$ cat src/rtl/gcf_pkg.sv
package gcf_pkg;

    localparam int MAX_WIDTH_DEF  = 1024;
    localparam int PIXEL_BITS_DEF = 8;

    localparam int CFG_W          = 12;
    localparam int WIDTH_REG_W    = 11;
    localparam int HEIGHT_REG_W   = 12;
    localparam int ROW_W          = 12;

    localparam logic [WIDTH_REG_W-1:0]  WIDTH_RESET  = 11'd640;
    localparam logic [HEIGHT_REG_W-1:0] HEIGHT_RESET = 12'd480;

    typedef enum logic [0:0] {
        REG_IMAGE_WIDTH  = 1'b0,
        REG_IMAGE_HEIGHT = 1'b1
    } gcf_reg_idx_t;

    // which results one pixel produces
    typedef struct packed {
        logic grad;
        logic pass;
    } gcf_sel_t;

endpackage

$ cat src/rtl/gcf_out_buf.sv
module gcf_out_buf #(
    parameter int COL_W = 10,
    parameter int VAL_W = 9
) (
    input  logic                     clk,
    input  logic                     rst_n,
    input  logic                     load,
    input  gcf_pkg::gcf_sel_t        sel,
    input  logic [gcf_pkg::ROW_W-1:0] row,
    input  logic [COL_W-1:0]         col,
    input  logic [VAL_W-1:0]         grad_value,
    input  logic [VAL_W-1:0]         pass_value,
    input  logic                     pass_end,
    output logic                     free,
    output logic                     out_valid,
    input  logic                     out_stall,
    output logic [gcf_pkg::ROW_W-1:0] out_row,
    output logic [COL_W-1:0]         out_col,
    output logic [VAL_W-1:0]         value,
    output logic                     frame_end
);

    import gcf_pkg::*;

    logic             grad_v_reg, grad_v_next;
    logic             pass_v_reg, pass_v_next;
    logic [ROW_W-1:0] row_reg;
    logic [COL_W-1:0] col_reg;
    logic [VAL_W-1:0] grad_value_reg;
    logic [VAL_W-1:0] pass_value_reg;
    logic             pass_end_reg;
    logic             out_accept;

    assign out_valid  = grad_v_reg || pass_v_reg;
    assign out_accept = out_valid && !out_stall;
    // empty now, or the last pending result leaves this cycle
    assign free       = !out_valid || (out_accept && !(grad_v_reg && pass_v_reg));

    always_comb
    begin
        grad_v_next = grad_v_reg;
        pass_v_next = pass_v_reg;
        if (load)
        begin
            grad_v_next = sel.grad;
            pass_v_next = sel.pass;
        end
        else if (out_accept)
        begin
            if (grad_v_reg)
            begin
                grad_v_next = 1'b0;
            end
            else
            begin
                pass_v_next = 1'b0;
            end
        end
    end

    always_ff @(posedge clk or negedge rst_n)
    begin
        if (!rst_n)
        begin
            grad_v_reg <= 1'b0;
            pass_v_reg <= 1'b0;
        end
        else
        begin
            grad_v_reg <= grad_v_next;
            pass_v_reg <= pass_v_next;
        end
    end

    always_ff @(posedge clk)
    begin
        if (load)
        begin
            row_reg        <= row;
            col_reg        <= col;
            grad_value_reg <= grad_value;
            pass_value_reg <= pass_value;
            pass_end_reg   <= pass_end;
        end
    end

    // gradient result belongs to the row above the incoming pixel
    assign out_row   = grad_v_reg ? (row_reg - 1'b1) : row_reg;
    assign out_col   = col_reg;
    assign value     = grad_v_reg ? grad_value_reg : pass_value_reg;
    assign frame_end = !grad_v_reg && pass_end_reg;

    a_grad_row_nonzero: assert property (@(posedge clk) disable iff (!rst_n)
        grad_v_reg |-> (row_reg != '0))
        else $error("gradient result pending for row zero");

endmodule

$ cat config.mk
export PLATFORM = sky130hd
export DESIGN_NAME = gcf_out_buf
export DESIGN_NICKNAME = d
export VERILOG_FILES = /design/src/rtl/gcf_pkg.sv /design/src/rtl/gcf_out_buf.sv
export SDC_FILE = /design/constraint.sdc
export NUM_CORES = 1
export LEC_CHECK = 0
export BUFFER_PORTS_ARGS = -buffer_cell sky130_fd_sc_hd__buf_2
export CAP_MARGIN = 15
export CORE_ASPECT_RATIO = 0.8
export CORE_MARGIN = 2
export CORE_UTILIZATION = 45
export CTS_CLUSTER_DIAMETER = 100
export DETAILED_ROUTE_END_ITERATION = 8
export PLACE_DENSITY = 0.74
export SYNTH_ARGS = -nofsm -noshare
export SYNTH_HDL_FRONTEND = slang
export SYNTH_SLANG_ARGS = --single-unit
$ cat constraint.sdc
create_clock -name clk -period 2 [get_ports clk]
set_clock_uncertainty 0.15 [all_clocks]
set_input_delay 0.4 -clock clk [delete_from_list [all_inputs] [get_ports clk]]
set_output_delay 0.4 -clock clk [all_outputs]
set_load 0.005 [all_outputs]
=== Word level (Yosys, flattened, before mapping) ===
Index checks and enable logic that the tools add are counted.

* Reduce and logical (&&, ||, !) cells: 12
* Add/subtract/negate cells: 1
* Equality and inequality tests: 1
* Multiplexer cells: 7

{| class="wikitable"
|+ Operators with widths
! cell !! count
|-
| 12-bit 2-to-1 mux || 1
|-
| 12-bit by 1-bit subtractor with 12-bit output (second input constant) || 1
|-
| 9-bit 2-to-1 mux || 1
|-
| 1-bit 2-to-1 mux || 5
|-
| 1-bit logical AND || 4
|-
| 1-bit zero test || 4
|-
| 1-bit logical OR || 2
|-
| 2-bit inequality test (second input constant) || 1
|-
| 2-bit AND reduction || 1
|-
| 2-bit nonzero test || 1
|}

* Input port bits: 47
* Word-level logic and storage cells: 28
* Register bits after elaboration: 43

=== Longest topological paths before layout ===
Gate-level depths: netlist of the first run.

* Depth after elaboration: 4
* Gate-level depth with buffers: 5
* Mapped depth without buffers: 5

=== Worst setup path before layout of the first run ===
Ideal clock, no wire load.

* Path type: register to output
* From: register row_reg[2]
* To: output port out_row[11] (netlist bit)
* Data arrival time: 1.153 ns
* Stages on the path, launching flop included: 4
* Setup slack: 0.297 ns
* Path buffers: 0
* Cell sequence: edfxtp_1 -> nor4b_4 -> nand4b_1 -> xnor2_1

* Word-level cells in the longest chain between the ends: 2

{| class="wikitable"
|+ Ends and longest elaborated chain
! what !! line !! source
|-
| start, declared || gcf_out_buf.sv:27 || <nowiki>logic [ROW_W-1:0] row_reg;</nowiki>
|-
| start signal, assigned || gcf_out_buf.sv:79 || <nowiki>row_reg <= row;</nowiki>
|-
| 12-bit by 1-bit subtractor with 12-bit output || gcf_out_buf.sv:88 || <nowiki>assign out_row = grad_v_reg ? (row_reg - 1'b1) : row_reg;</nowiki>
|-
| 12-bit 2-to-1 mux || gcf_out_buf.sv:88 ||
|-
| end, declared || gcf_out_buf.sv:17 || <nowiki>output logic [gcf_pkg::ROW_W-1:0] out_row,</nowiki>
|}

No other way between the ends.

=== Worst setup path in the final report of the first run ===
* From: register row_reg[1]
* To: output port out_row[9] (netlist bit)

Same word-level chain as after synthesis.

==> run summary, run 1 <==
==========================================================================================
Avg WL per Cell .............................................................      14.8 um
Result of the run ........................................................... complete, but fails checks
Highest fanout seen on the critical path ....................................            5
Largest cells by area after synthesis ....................................... sky130_fd_sc_hd__edfxtp_1 73%, sky130_fd_sc_hd__mux2_2 6.0%, sky130_fd_sc_hd__xnor2_1 4.2%, sky130_fd_sc_hd__dfrtp_1 3.0%, sky130_fd_sc_hd__xor2_1 1.6%
Core area ...................................................................    3520 um^2
Static Leakage ..............................................................      1.03 nW
Die Footprint ...............................................................    4250 um^2
Number of different library cells in the post-synthesis netlist .............           24
Power per cell area .........................................................  783 nW/um^2
Crit. End Element ...........................................................   output pin
Transition time at the pin with the least slew margin .......................     0.362 ns
Die extent in y .............................................................      58.7 um
Hold violation count in the final report ....................................            0
Routed vias/inst ............................................................         4.86
Combined global-route utilization of all metal layers .......................        0.174
Most frequently used cell type in the post-synthesis netlist ................ sky130_fd_sc_hd__edfxtp_1
Placement-stage cell area ...................................................    2150 um^2
TritonCTS buffer count ......................................................            5
Highest clock frequency the design can meet .................................      461 MHz
Multiplexer share of the synthesized area ...................................       0.0661
Arrival time of data at the critical path endpoint ..........................      1.62 ns
Unrepaired setup endpoints after global routing .............................         true
CP startpoint kind ..........................................................         flop
Length of the first detailed-routing pass in iterations .....................            4
Global-route wire length before repair ......................................      5210 um
Source of the critical timing path .......................................... row_reg[1]$_DFFE_PP_
Final layout net count ......................................................          239
Number of global-route vias before repair ...................................         1219
Detailed Route WL ...........................................................      3470 um
Worst EP required ...........................................................      1.45 ns
Largest family of logic cells by synthesized area ........................... simple AND/OR/NAND/NOR gates
Sequential-to-total area share from yosys stat ..............................        0.761
Clock Root Buffer ........................................................... sky130_fd_sc_hd__clkbuf_8
Relative slew margins .......................................................        0.759
Via Count ...................................................................         1137
Top-level I/O count .........................................................           81
Port bufs ...................................................................           80
Worst IR drop on VDD ........................................................       665 uV
Shortest clock period the worst path allows after layout ....................      2.17 ns
Crit path to ................................................................   out_row[9]
Mapped Area .................................................................    1680 um^2
DP Cell Count ...............................................................          216
Post-synth top area cell .................................................... sky130_fd_sc_hd__edfxtp_1
Site row count ..............................................................           19
Commonest cells in the netlist .............................................. 41 x sky130_fd_sc_hd__edfxtp_1, 9 x sky130_fd_sc_hd__mux2_2, 8 x sky130_fd_sc_hd__xnor2_1
Weighted congestion reported at the end of routability-driven placement .....        0.825
Critical R2R Capture ........................................................ pass_v_reg$_DFFE_PN0P_
Violated checks ............................................................. negative setup slack
TritonCTS clock tree ........................................................          yes
Proportion of layout cells with a drive suffix above 1 ......................        0.651
Post-synth EDFFs ............................................................           41
Starting density of the core ................................................        0.479
Synth top area share ........................................................        0.731
Ys flop type ................................................................ sky130_fd_sc_hd__edfxtp_1
Worst Hold Class ............................................................       in2reg
Antenna diodes ..............................................................            0
Fraction of the mapped netlist area in adder cells ..........................      0.00743
Fraction of registers with async set/reset ..................................       0.0465
Clock Sinks .................................................................           43
Initial antenna violation count .............................................            0
Worst-case setup margin in the final layout .................................    -0.170 ns
Worst skew pair latency .....................................................      0.29 ns
Max Slew Vio Count ..........................................................            0
DRC violation total after the first TritonRoute iteration ...................           29
Stage delay of the slowest cell on the critical path ........................      0.45 ns
Synthesized area divided by synthesized cell count ..........................    17.9 um^2
Number of flip-flops in the largest register ................................           12
Maximum number of pins on one net before global-route repair ................           32
Worst setup path category ...................................................      reg2out
Post-Place Setup Slack ......................................................    0.0706 ns
Number of standard cells after synthesis ....................................           94
Detail Route Antenna Nets ...................................................            0
Synth Warn # ................................................................            0
Setup violators final .......................................................           10
Reg2reg path depth ..........................................................            3
Critical register-to-register path startpoint ............................... grad_v_reg$_DFFE_PN0P_
Area fraction in compound gates after synthesis .............................       0.0163
Xor-xnor portion of the synthesized cell area ...............................       0.0572
Share of synthesized cell area in and, or, nand and nor gates ...............       0.0780
Die Wd ......................................................................      72.4 um
CTS Buffer Depth ............................................................            2
Remaining global-route overflow .............................................            0
Number of remaining DRC errors ..............................................            0
Finished Layout Cells .......................................................          234
H-tree Lvls .................................................................            2
Clock edge transition at the registers on the reported setup and hold paths .      0.08 ns
Final worst-path cycle share ................................................         1.09
Number of max-capacitance violations reported ...............................            0
P&R area growth vs syn ......................................................        43.0%
Sequence of cells on the critical path ...................................... nor4b_4 -> buf_4 -> nand4b_1 -> xnor2_1 -> buf_2
Register bit count reported by yosys ........................................           43
Design Area, Final ..........................................................    2410 um^2
Net Count, Synth ............................................................          142
Slowest cell on the critical path ........................................... sky130_fd_sc_hd__edfxtp_1
R2r setup slk ...............................................................      0.84 ns
==========================================================================================
## layout make-up
| cell class | instances | area [um^2] |
|---|---|---|
| clock buffers | 5 | 68.8 |
| repair buffers | 92 | 529 |
| clock inverters | 3 | 15.0 |
| fillers | 255 | 1110 |
| flip-flops and latches | 43 | 1280 |
| multi-input cells | 47 | 453 |
| well taps | 42 | 52.6 |
| inverters | 2 | 7.51 |
## stage by stage
step / hold slack [ns] / power (mW) / TNS, ns / utilization
floorplan: -0.0456 / 1.20 / 0 / -
global placement: 0.0351 / 1.33 / 0 / 0.611
detailed placement: 0.0385 / 1.34 / 0 / 0.611
CTS: 0.115 / 1.88 / -1.11 / 0.663
global route: 0.111 / 1.95 / -2.09 / 0.685
finish: 0.127 / 1.89 / -1.19 / 0.685
## layer usage
layer	global-route usage	routed length (um)	up-vias
li1	-	-	543
met1	0.178	1290	549
met2	0.298	1900	36
met3	0.0634	189	9
met4	0.122	90	0
met5	0	0	-
## logic make-up after synthesis
kind of cell    count (synthesis)
fa+ha+maj                       1
compound gates                  5
mux                            10
buf+inv                         4
xor+xnor                       11
simple gates                   20
flops                          43
## report_power, final
| group | internal, mW | switching (mW) | total (mW) |
|---|---|---|---|
| Sequential | 1.07 | 0.0410 | 1.11 |
| Combinational | 0.154 | 0.106 | 0.260 |
| Clock | 0.239 | 0.281 | 0.520 |
| Total | 1.46 | 0.428 | 1.89 |
## cell usage in the layout (no fill, tap or decap), types with 3 or more instances in the layout
cell,synthesis,final
sky130_fd_sc_hd__buf_4,0,6
sky130_fd_sc_hd__nand2_1,6,4
sky130_fd_sc_hd__xor2_1,3,3
sky130_fd_sc_hd__clkinv_2,0,3
sky130_fd_sc_hd__o21ai_0,4,4
sky130_fd_sc_hd__buf_2,1,80
sky130_fd_sc_hd__mux2_2,9,9
sky130_fd_sc_hd__xnor2_2,0,3
sky130_fd_sc_hd__edfxtp_1,41,41
sky130_fd_sc_hd__clkbuf_8,0,5
sky130_fd_sc_hd__buf_6,1,3
sky130_fd_sc_hd__xnor2_1,8,5
## critical path: cells and delay by family, from the launching register on
family                    cells  cell delay [ns]
buffers and inverters         2             0.31
xor gates and xnor gates      1             0.16
DFF                           1             0.45
and+or+nand+nor               2             0.41
## worst min-delay path by stage
| stage | startpoint | cells after the start | endpoint |
|---|---|---|---|
| CTS | col[6] | 1 | out_col[6]$_DFFE_PP_ |
| global placement | rst_n | 1 | pass_v_reg$_DFFE_PN0P_ |
| global route | col[5] | 1 | out_col[5]$_DFFE_PP_ |
| detailed placement | rst_n | 1 | pass_v_reg$_DFFE_PN0P_ |
| finish | grad_value[6] | 1 | grad_value_reg[6]$_DFFE_PP_ |
| floorplan | rst_n | 0 | grad_v_reg$_DFFE_PN0P_ |
## repair_timing
action,CTS,global route
resized for setup,10,13
setup buffers,7,5
hold buffers,1,0
endpoints found under the hold margin,2,0
endpoints found under the setup margin,18,11
pin swaps,4,4
Power figures use the tool's default switching activity.
==> run 2, diff against run 1 <==
--- a/config.mk
+++ b/config.mk
@@ -7,12 +7,14 @@
 export LEC_CHECK = 0
 export BUFFER_PORTS_ARGS = -buffer_cell sky130_fd_sc_hd__buf_2
 export CAP_MARGIN = 15
+export CELL_PAD_IN_SITES_DETAIL_PLACEMENT = 0
+export CELL_PAD_IN_SITES_GLOBAL_PLACEMENT = 2
 export CORE_ASPECT_RATIO = 0.8
 export CORE_MARGIN = 2
-export CORE_UTILIZATION = 45
+export CORE_UTILIZATION = 29
 export CTS_CLUSTER_DIAMETER = 100
 export DETAILED_ROUTE_END_ITERATION = 8
-export PLACE_DENSITY = 0.74
+export PLACE_DENSITY = 0.73
 export SYNTH_ARGS = -nofsm -noshare
 export SYNTH_HDL_FRONTEND = slang
 export SYNTH_SLANG_ARGS = --single-unit
==> constraint.sdc (replaced) <==
create_clock -name clk -period 2 [get_ports clk]
set_clock_uncertainty 0.15 [all_clocks]
set_input_delay 0.2 -clock clk [delete_from_list [all_inputs] [get_ports clk]]
set_output_delay 0.2 -clock clk [all_outputs]
set_load 0.005 [all_outputs]
==> run summary, run 2 (same netlist as run 1, synthesis figures left out) <==
==========================================================================================
Result of the run ........................................................... finished clean
Count of filler cells inserted in the layout ................................          499
CP startpoint kind ..........................................................         flop
Placement-stage cell area ...................................................    2190 um^2
Maximum number of pins on one net before global-route repair ................           29
Most frequent cells in the layout ........................................... 80 x sky130_fd_sc_hd__buf_2, 44 x sky130_fd_sc_hd__dlygate4sd3_1, 41 x sky130_fd_sc_hd__edfxtp_1
Slowest cell on the critical path ........................................... sky130_fd_sc_hd__edfxtp_1
Sequence of cells on the critical path ...................................... nor4b_4 -> buf_4 -> xor2_1 -> buf_2
Clock Sinks .................................................................           43
CTS Buffer Depth ............................................................            2
Crit. End Element ...........................................................   output pin
Design Area, Final ..........................................................    2790 um^2
Detailed Route WL ...........................................................      3820 um
Relative slew margins .......................................................        0.712
Stage delay of the slowest cell on the critical path ........................      0.43 ns
Most common library cell in the layout ignoring fill and taps ............... sky130_fd_sc_hd__buf_2
Number of flip-flops in the largest register ................................           12
Initial antenna violation count .............................................            0
R2r setup slk ...............................................................      0.84 ns
TritonCTS clock tree ........................................................          yes
Die extent in y .............................................................      72.2 um
Static Leakage ..............................................................      1.15 nW
Detail Route Antenna Nets ...................................................            0
Cell class contributing the biggest share of worst-path delay ...............   flip-flops
Buffers and inverters on the worst path .....................................            2
Unrepaired setup endpoints after global routing .............................         true
H-tree Lvls .................................................................            2
Remaining global-route overflow .............................................            0
Global-route wire length before repair ......................................      6020 um
Port bufs ...................................................................           80
Antenna diodes ..............................................................            0
Proportion of layout cells with a drive suffix above 1 ......................        0.476
Final worst-path cycle share ................................................        0.972
Highest clock frequency the design can meet .................................      514 MHz
Via Count ...................................................................         1272
Number of remaining DRC errors ..............................................            0
Transition time at the pin with the least slew margin .......................     0.432 ns
Number of max-capacitance violations reported ...............................            0
Combined global-route utilization of all metal layers .......................        0.124
Seq. cell area ..............................................................    1280 um^2
Worst EP required ...........................................................      1.65 ns
Routed vias/inst ............................................................         4.14
Power per cell area .........................................................  734 nW/um^2
Clock Root Buffer ........................................................... sky130_fd_sc_hd__clkbuf_8
Shortest clock period the worst path allows after layout ....................      1.94 ns
Starting density of the core ................................................        0.305
Length of the first detailed-routing pass in iterations .....................            4
Worst Hold Class ............................................................       in2reg
Multi-input logic area ......................................................     405 um^2
Worst IR drop on VDD ........................................................       403 uV
Die Footprint ...............................................................    6440 um^2
Die Wd ......................................................................      89.2 um
Worst setup path category ...................................................      reg2out
Avg WL per Cell .............................................................      12.5 um
Highest fanout seen on the critical path ....................................            5
TritonCTS buffer count ......................................................            5
Finished Layout Cells .......................................................          307
Worst skew pair latency .....................................................      0.28 ns
Core area ...................................................................    5530 um^2
Arrival time of data at the critical path endpoint ..........................      1.59 ns
Max Slew Vio Count ..........................................................            0
Weighted congestion reported at the end of routability-driven placement .....        0.779
Number of global-route vias before repair ...................................         1349
P&R area growth vs syn ......................................................        65.8%
DRC violation total after the first TritonRoute iteration ...................           50
Hold violation count in the final report ....................................            0
Sum of internal, switching and leakage power ................................      2.05 mW
DP Cell Count ...............................................................          252
Final layout net count ......................................................          276
Setup violators final .......................................................            0
Clock edge transition at the registers on the reported setup and hold paths .      0.08 ns
Site row count ..............................................................           24
Top-level I/O count .........................................................           81
==========================================================================================
run 2: cell types whose count changed in the layout (fill, tap and decap cells not counted), sizes merged:
| cell | previous run | this run |
|---|---|---|
| buf | 91 | 85 |
| clkinv | 3 | 0 |
| clkbuf | 5 | 6 |
| dlygate4sd3 | 1 | 44 |
| bufinv | 0 | 1 |
| clkinvlp | 0 | 1 |
run 2: final cells by class:
type	instances	area share
tap	78	0.0349
inverter	2	0.00269
timing repair buffer	129	0.319
multi-input combinational	47	0.145
clock inverter	2	0.0134
sequential	43	0.459
clock buffer	6	0.0260
run 2: power breakdown:
group	internal, mW	switching (mW)
sequential	1.06	0.0362
clock	0.373	0.284
combinational	0.184	0.109
run 2: routing by layer:
| layer | vias up | part of all wire | routed length, um | GRT usage |
|---|---|---|---|---|
| met4 | 0 | 0.0076 | 29 | 0.0398 |
| met5 | - | 0 | 0 | 0 |
| met3 | 4 | 0.10 | 387 | 0.0501 |
| li1 | 619 | - | - | - |
| met2 | 65 | 0.51 | 1940 | 0.219 |
| met1 | 584 | 0.38 | 1460 | 0.136 |
run 2: final timing paths:
path                                         from                     end  cells past startpoint
setup / recovery             row_reg[2]$_DFFE_PP_              out_row[3]                      4
hold / removal                          out_stall  grad_v_reg$_DFFE_PN0P_                      3
setup reg to reg           grad_v_reg$_DFFE_PN0P_  pass_v_reg$_DFFE_PN0P_                      3
hold reg to reg            pass_v_reg$_DFFE_PN0P_  pass_v_reg$_DFFE_PN0P_                      2
max in group asynchronous                   rst_n  grad_v_reg$_DFFE_PN0P_                      2
min in group asynchronous                   rst_n  pass_v_reg$_DFFE_PN0P_                      2
run 2: through the flow:
| step | hold slack, ns | setup slack (ns) | util | TNS [ns] |
|---|---|---|---|---|
| finish | 0.0331 | 0.0556 | 0.505 | 0 |
| global placement | -0.162 | 0.347 | 0.397 | 0 |
| global route | 0.0254 | -0.0513 | 0.505 | -0.258 |
| CTS | 0.0175 | 0.00601 | 0.498 | 0 |
| floorplan | -0.246 | 0.497 | - | 0 |
| detailed placement | -0.160 | 0.282 | 0.397 | 0 |
run 2: tightest hold or removal path, cell delays in order:
cell                      delay (ns)
sky130_fd_sc_hd__buf_2          0.11
sky130_fd_sc_hd__nand2_1        0.05
sky130_fd_sc_hd__o21ai_0        0.06
run 2: timing repair:
action | 4_1_cts | 5_1_grt
gates resized for setup | 0 | 6
endpoints found under the hold margin | 45 | 0
setup endpoints to repair | 3 | 8
hold buffers | 44 | 0
gates cloned | 0 | 0
pin swaps | 1 | 3
setup buffers | 1 | 2
==> run 3, diff against run 2 <==
--- a/config.mk
+++ b/config.mk
@@ -14,7 +14,8 @@
 export CORE_UTILIZATION = 29
 export CTS_CLUSTER_DIAMETER = 100
 export DETAILED_ROUTE_END_ITERATION = 8
-export PLACE_DENSITY = 0.73
+export PLACE_DENSITY = 0.85
+export SKIP_LAST_GASP = 1
 export SYNTH_ARGS = -nofsm -noshare
 export SYNTH_HDL_FRONTEND = slang
 export SYNTH_SLANG_ARGS = --single-unit
==> run summary, run 3 (same netlist as run 1, synthesis figures left out) <==
==========================================================================================
GR met3 Demand/Resource .....................................................       0.0557
Port bufs ...................................................................           80
Startpoint of the most critical hold path ...................................    out_stall
Weighted congestion reported at the end of routability-driven placement .....        0.777
Final worst-path cycle share ................................................        0.967
Worst Hold Class ............................................................       in2reg
Initial antenna violation count .............................................            0
Highest clock frequency the design can meet .................................      517 MHz
Reg2reg path depth ..........................................................            3
Setup violators final .......................................................            0
End-of-flow core utilization ................................................        0.508
Core area ...................................................................    5530 um^2
Antenna diodes ..............................................................            0
Most common library cell in the layout ignoring fill and taps ............... sky130_fd_sc_hd__buf_2
CTS Buffer Depth ............................................................            2
Routed vias/inst ............................................................         4.10
Arrival time of data at the critical path endpoint ..........................      1.58 ns
CP startpoint kind ..........................................................         flop
Unrepaired setup endpoints after global routing .............................         true
Design Area, Final ..........................................................    2810 um^2
Number of global-route vias before repair ...................................         1307
TritonCTS clock tree ........................................................          yes
Crit. End Element ...........................................................   output pin
Hold violation count in the final report ....................................            0
Static Leakage ..............................................................      1.17 nW
Critical register-to-register path startpoint ............................... grad_v_reg$_DFFE_PN0P_
Worst-case setup margin in the final layout .................................    0.0653 ns
Transition time at the pin with the least slew margin .......................     0.330 ns
Number of flip-flops in the largest register ................................           12
Number of remaining DRC errors ..............................................            0
Clock Root Buffer ........................................................... sky130_fd_sc_hd__clkbuf_8
H-tree Lvls .................................................................            2
Proportion of layout cells with a drive suffix above 1 ......................        0.478
Power per cell area .........................................................  747 nW/um^2
Count of filler cells inserted in the layout ................................          499
GR met2 Demand/Resource .....................................................        0.198
Worst skew pair latency .....................................................      0.29 ns
TritonCTS buffer count ......................................................            5
Via Count ...................................................................         1264
HPWL reported at the end of detailed placement ..............................      2410 um
Worst IR drop on VDD ........................................................       456 uV
P&R area growth vs syn ......................................................        66.8%
Die extent in y .............................................................      72.2 um
Post-Place Setup Slack ......................................................     0.248 ns
Worst EP required ...........................................................      1.65 ns
Shortest clock period the worst path allows after layout ....................      1.93 ns
Max Slew Vio Count ..........................................................            0
Most frequent cells in the layout ........................................... 80 x sky130_fd_sc_hd__buf_2, 44 x sky130_fd_sc_hd__dlygate4sd3_1, 41 x sky130_fd_sc_hd__edfxtp_1
Critical R2R Capture ........................................................ pass_v_reg$_DFFE_PN0P_
Relative slew margins .......................................................        0.778
Remaining global-route overflow .............................................            0
Number of max-capacitance violations reported ...............................            0
Global-route wire length before repair ......................................      5650 um
Starting density of the core ................................................        0.305
Placement-stage cell area ...................................................    2190 um^2
Detailed Route WL ...........................................................      3730 um
Die Wd ......................................................................      89.2 um
Combined global-route utilization of all metal layers .......................        0.119
Worst setup path category ...................................................      reg2out
Clock edge transition at the registers on the reported setup and hold paths .      0.08 ns
DRC violation total after the first TritonRoute iteration ...................           22
Detail Route Antenna Nets ...................................................            0
Site row count ..............................................................           24
Avg WL per Cell .............................................................      12.1 um
Worst hold path endpoint .................................................... grad_v_reg$_DFFE_PN0P_
Global routing usage on met1 ................................................        0.133
R2r setup slk ...............................................................      0.82 ns
Die Footprint ...............................................................    6440 um^2
Highest-utilization routing layer at the global route stage .................         met2
Final total negative setup slack ............................................         0 ns
Maximum number of pins on one net before global-route repair ................           43
Length of the first detailed-routing pass in iterations .....................            4
Highest fanout seen on the critical path ....................................            4
Final layout net count ......................................................          277
Number of stages on the worst hold path .....................................            3
Top-level I/O count .........................................................           81
Result of the run ........................................................... finished clean
Clock Sinks .................................................................           43
==========================================================================================
run 3: changes by cell type in the layout (fill, tap and decap cells not counted), sizes merged:
cell      before  now
buf           85   86
clkinvlp       1    0
inv            2    3
run 3: metrics by stage:
stage	power (mW)	hold WS [ns]	instances
floorplan	1.20	-0.246	94
detailed placement	1.34	-0.159	252
CTS	2.12	0.0218	307
global placement	1.33	-0.158	252
global route	2.21	0.0289	308
finish	2.10	0.0382	308
run 3: layout make-up:
cell class	instances	area (um^2)	area share
clock buffer	6	82.6	0.0294
clock inverter	2	38.8	0.0138
inverter	2	7.51	0.00267
multi-input combinational	47	403	0.143
sequential	43	1280	0.456
tap	78	97.6	0.0347
timing repair buffer	130	898	0.320
run 3: per-layer routing:
metal  vias up  share of wire
met5         -              0
met3         8           0.10
li1        621              -
met4         0          0.014
met2        59           0.47
met1       576           0.41
run 3: worst max path at each step:
stage,from,to,slack (ns)
after floorplan,row_reg[2]$_DFFE_PP_,out_row[11],0.50
after global placement,row_reg[2]$_DFFE_PP_,out_row[7],0.32
after detailed placement,row_reg[2]$_DFFE_PP_,out_row[7],0.25
after CTS,row_reg[0]$_DFFE_PP_,out_row[4],0.004
after global routing,row_reg[0]$_DFFE_PP_,out_row[10],-0.05
final,row_reg[1]$_DFFE_PP_,out_row[9],0.07
run 3: power by group:
part / internal (mW) / switching, mW / total (mW)
sequential: 1.06 / 0.0367 / 1.10
clock: 0.411 / 0.295 / 0.706
combinational: 0.185 / 0.107 / 0.292
run 3: timing repair:
action                     in CTS  in global routing
buffers inserted                3                  1
setup endpoints to repair       4                  7
hold endpoints to repair       45                  0
pin swaps                       1                  1
resized for setup               0                  5
hold buffers                   44                  0
run 3: worst max-delay path: stages, from the launching register on:
cell                       delay, ns
sky130_fd_sc_hd__edfxtp_1       0.43
sky130_fd_sc_hd__nor4b_4        0.30
sky130_fd_sc_hd__buf_4          0.18
sky130_fd_sc_hd__nand4b_1       0.12
sky130_fd_sc_hd__xnor2_1        0.14
sky130_fd_sc_hd__buf_2          0.12
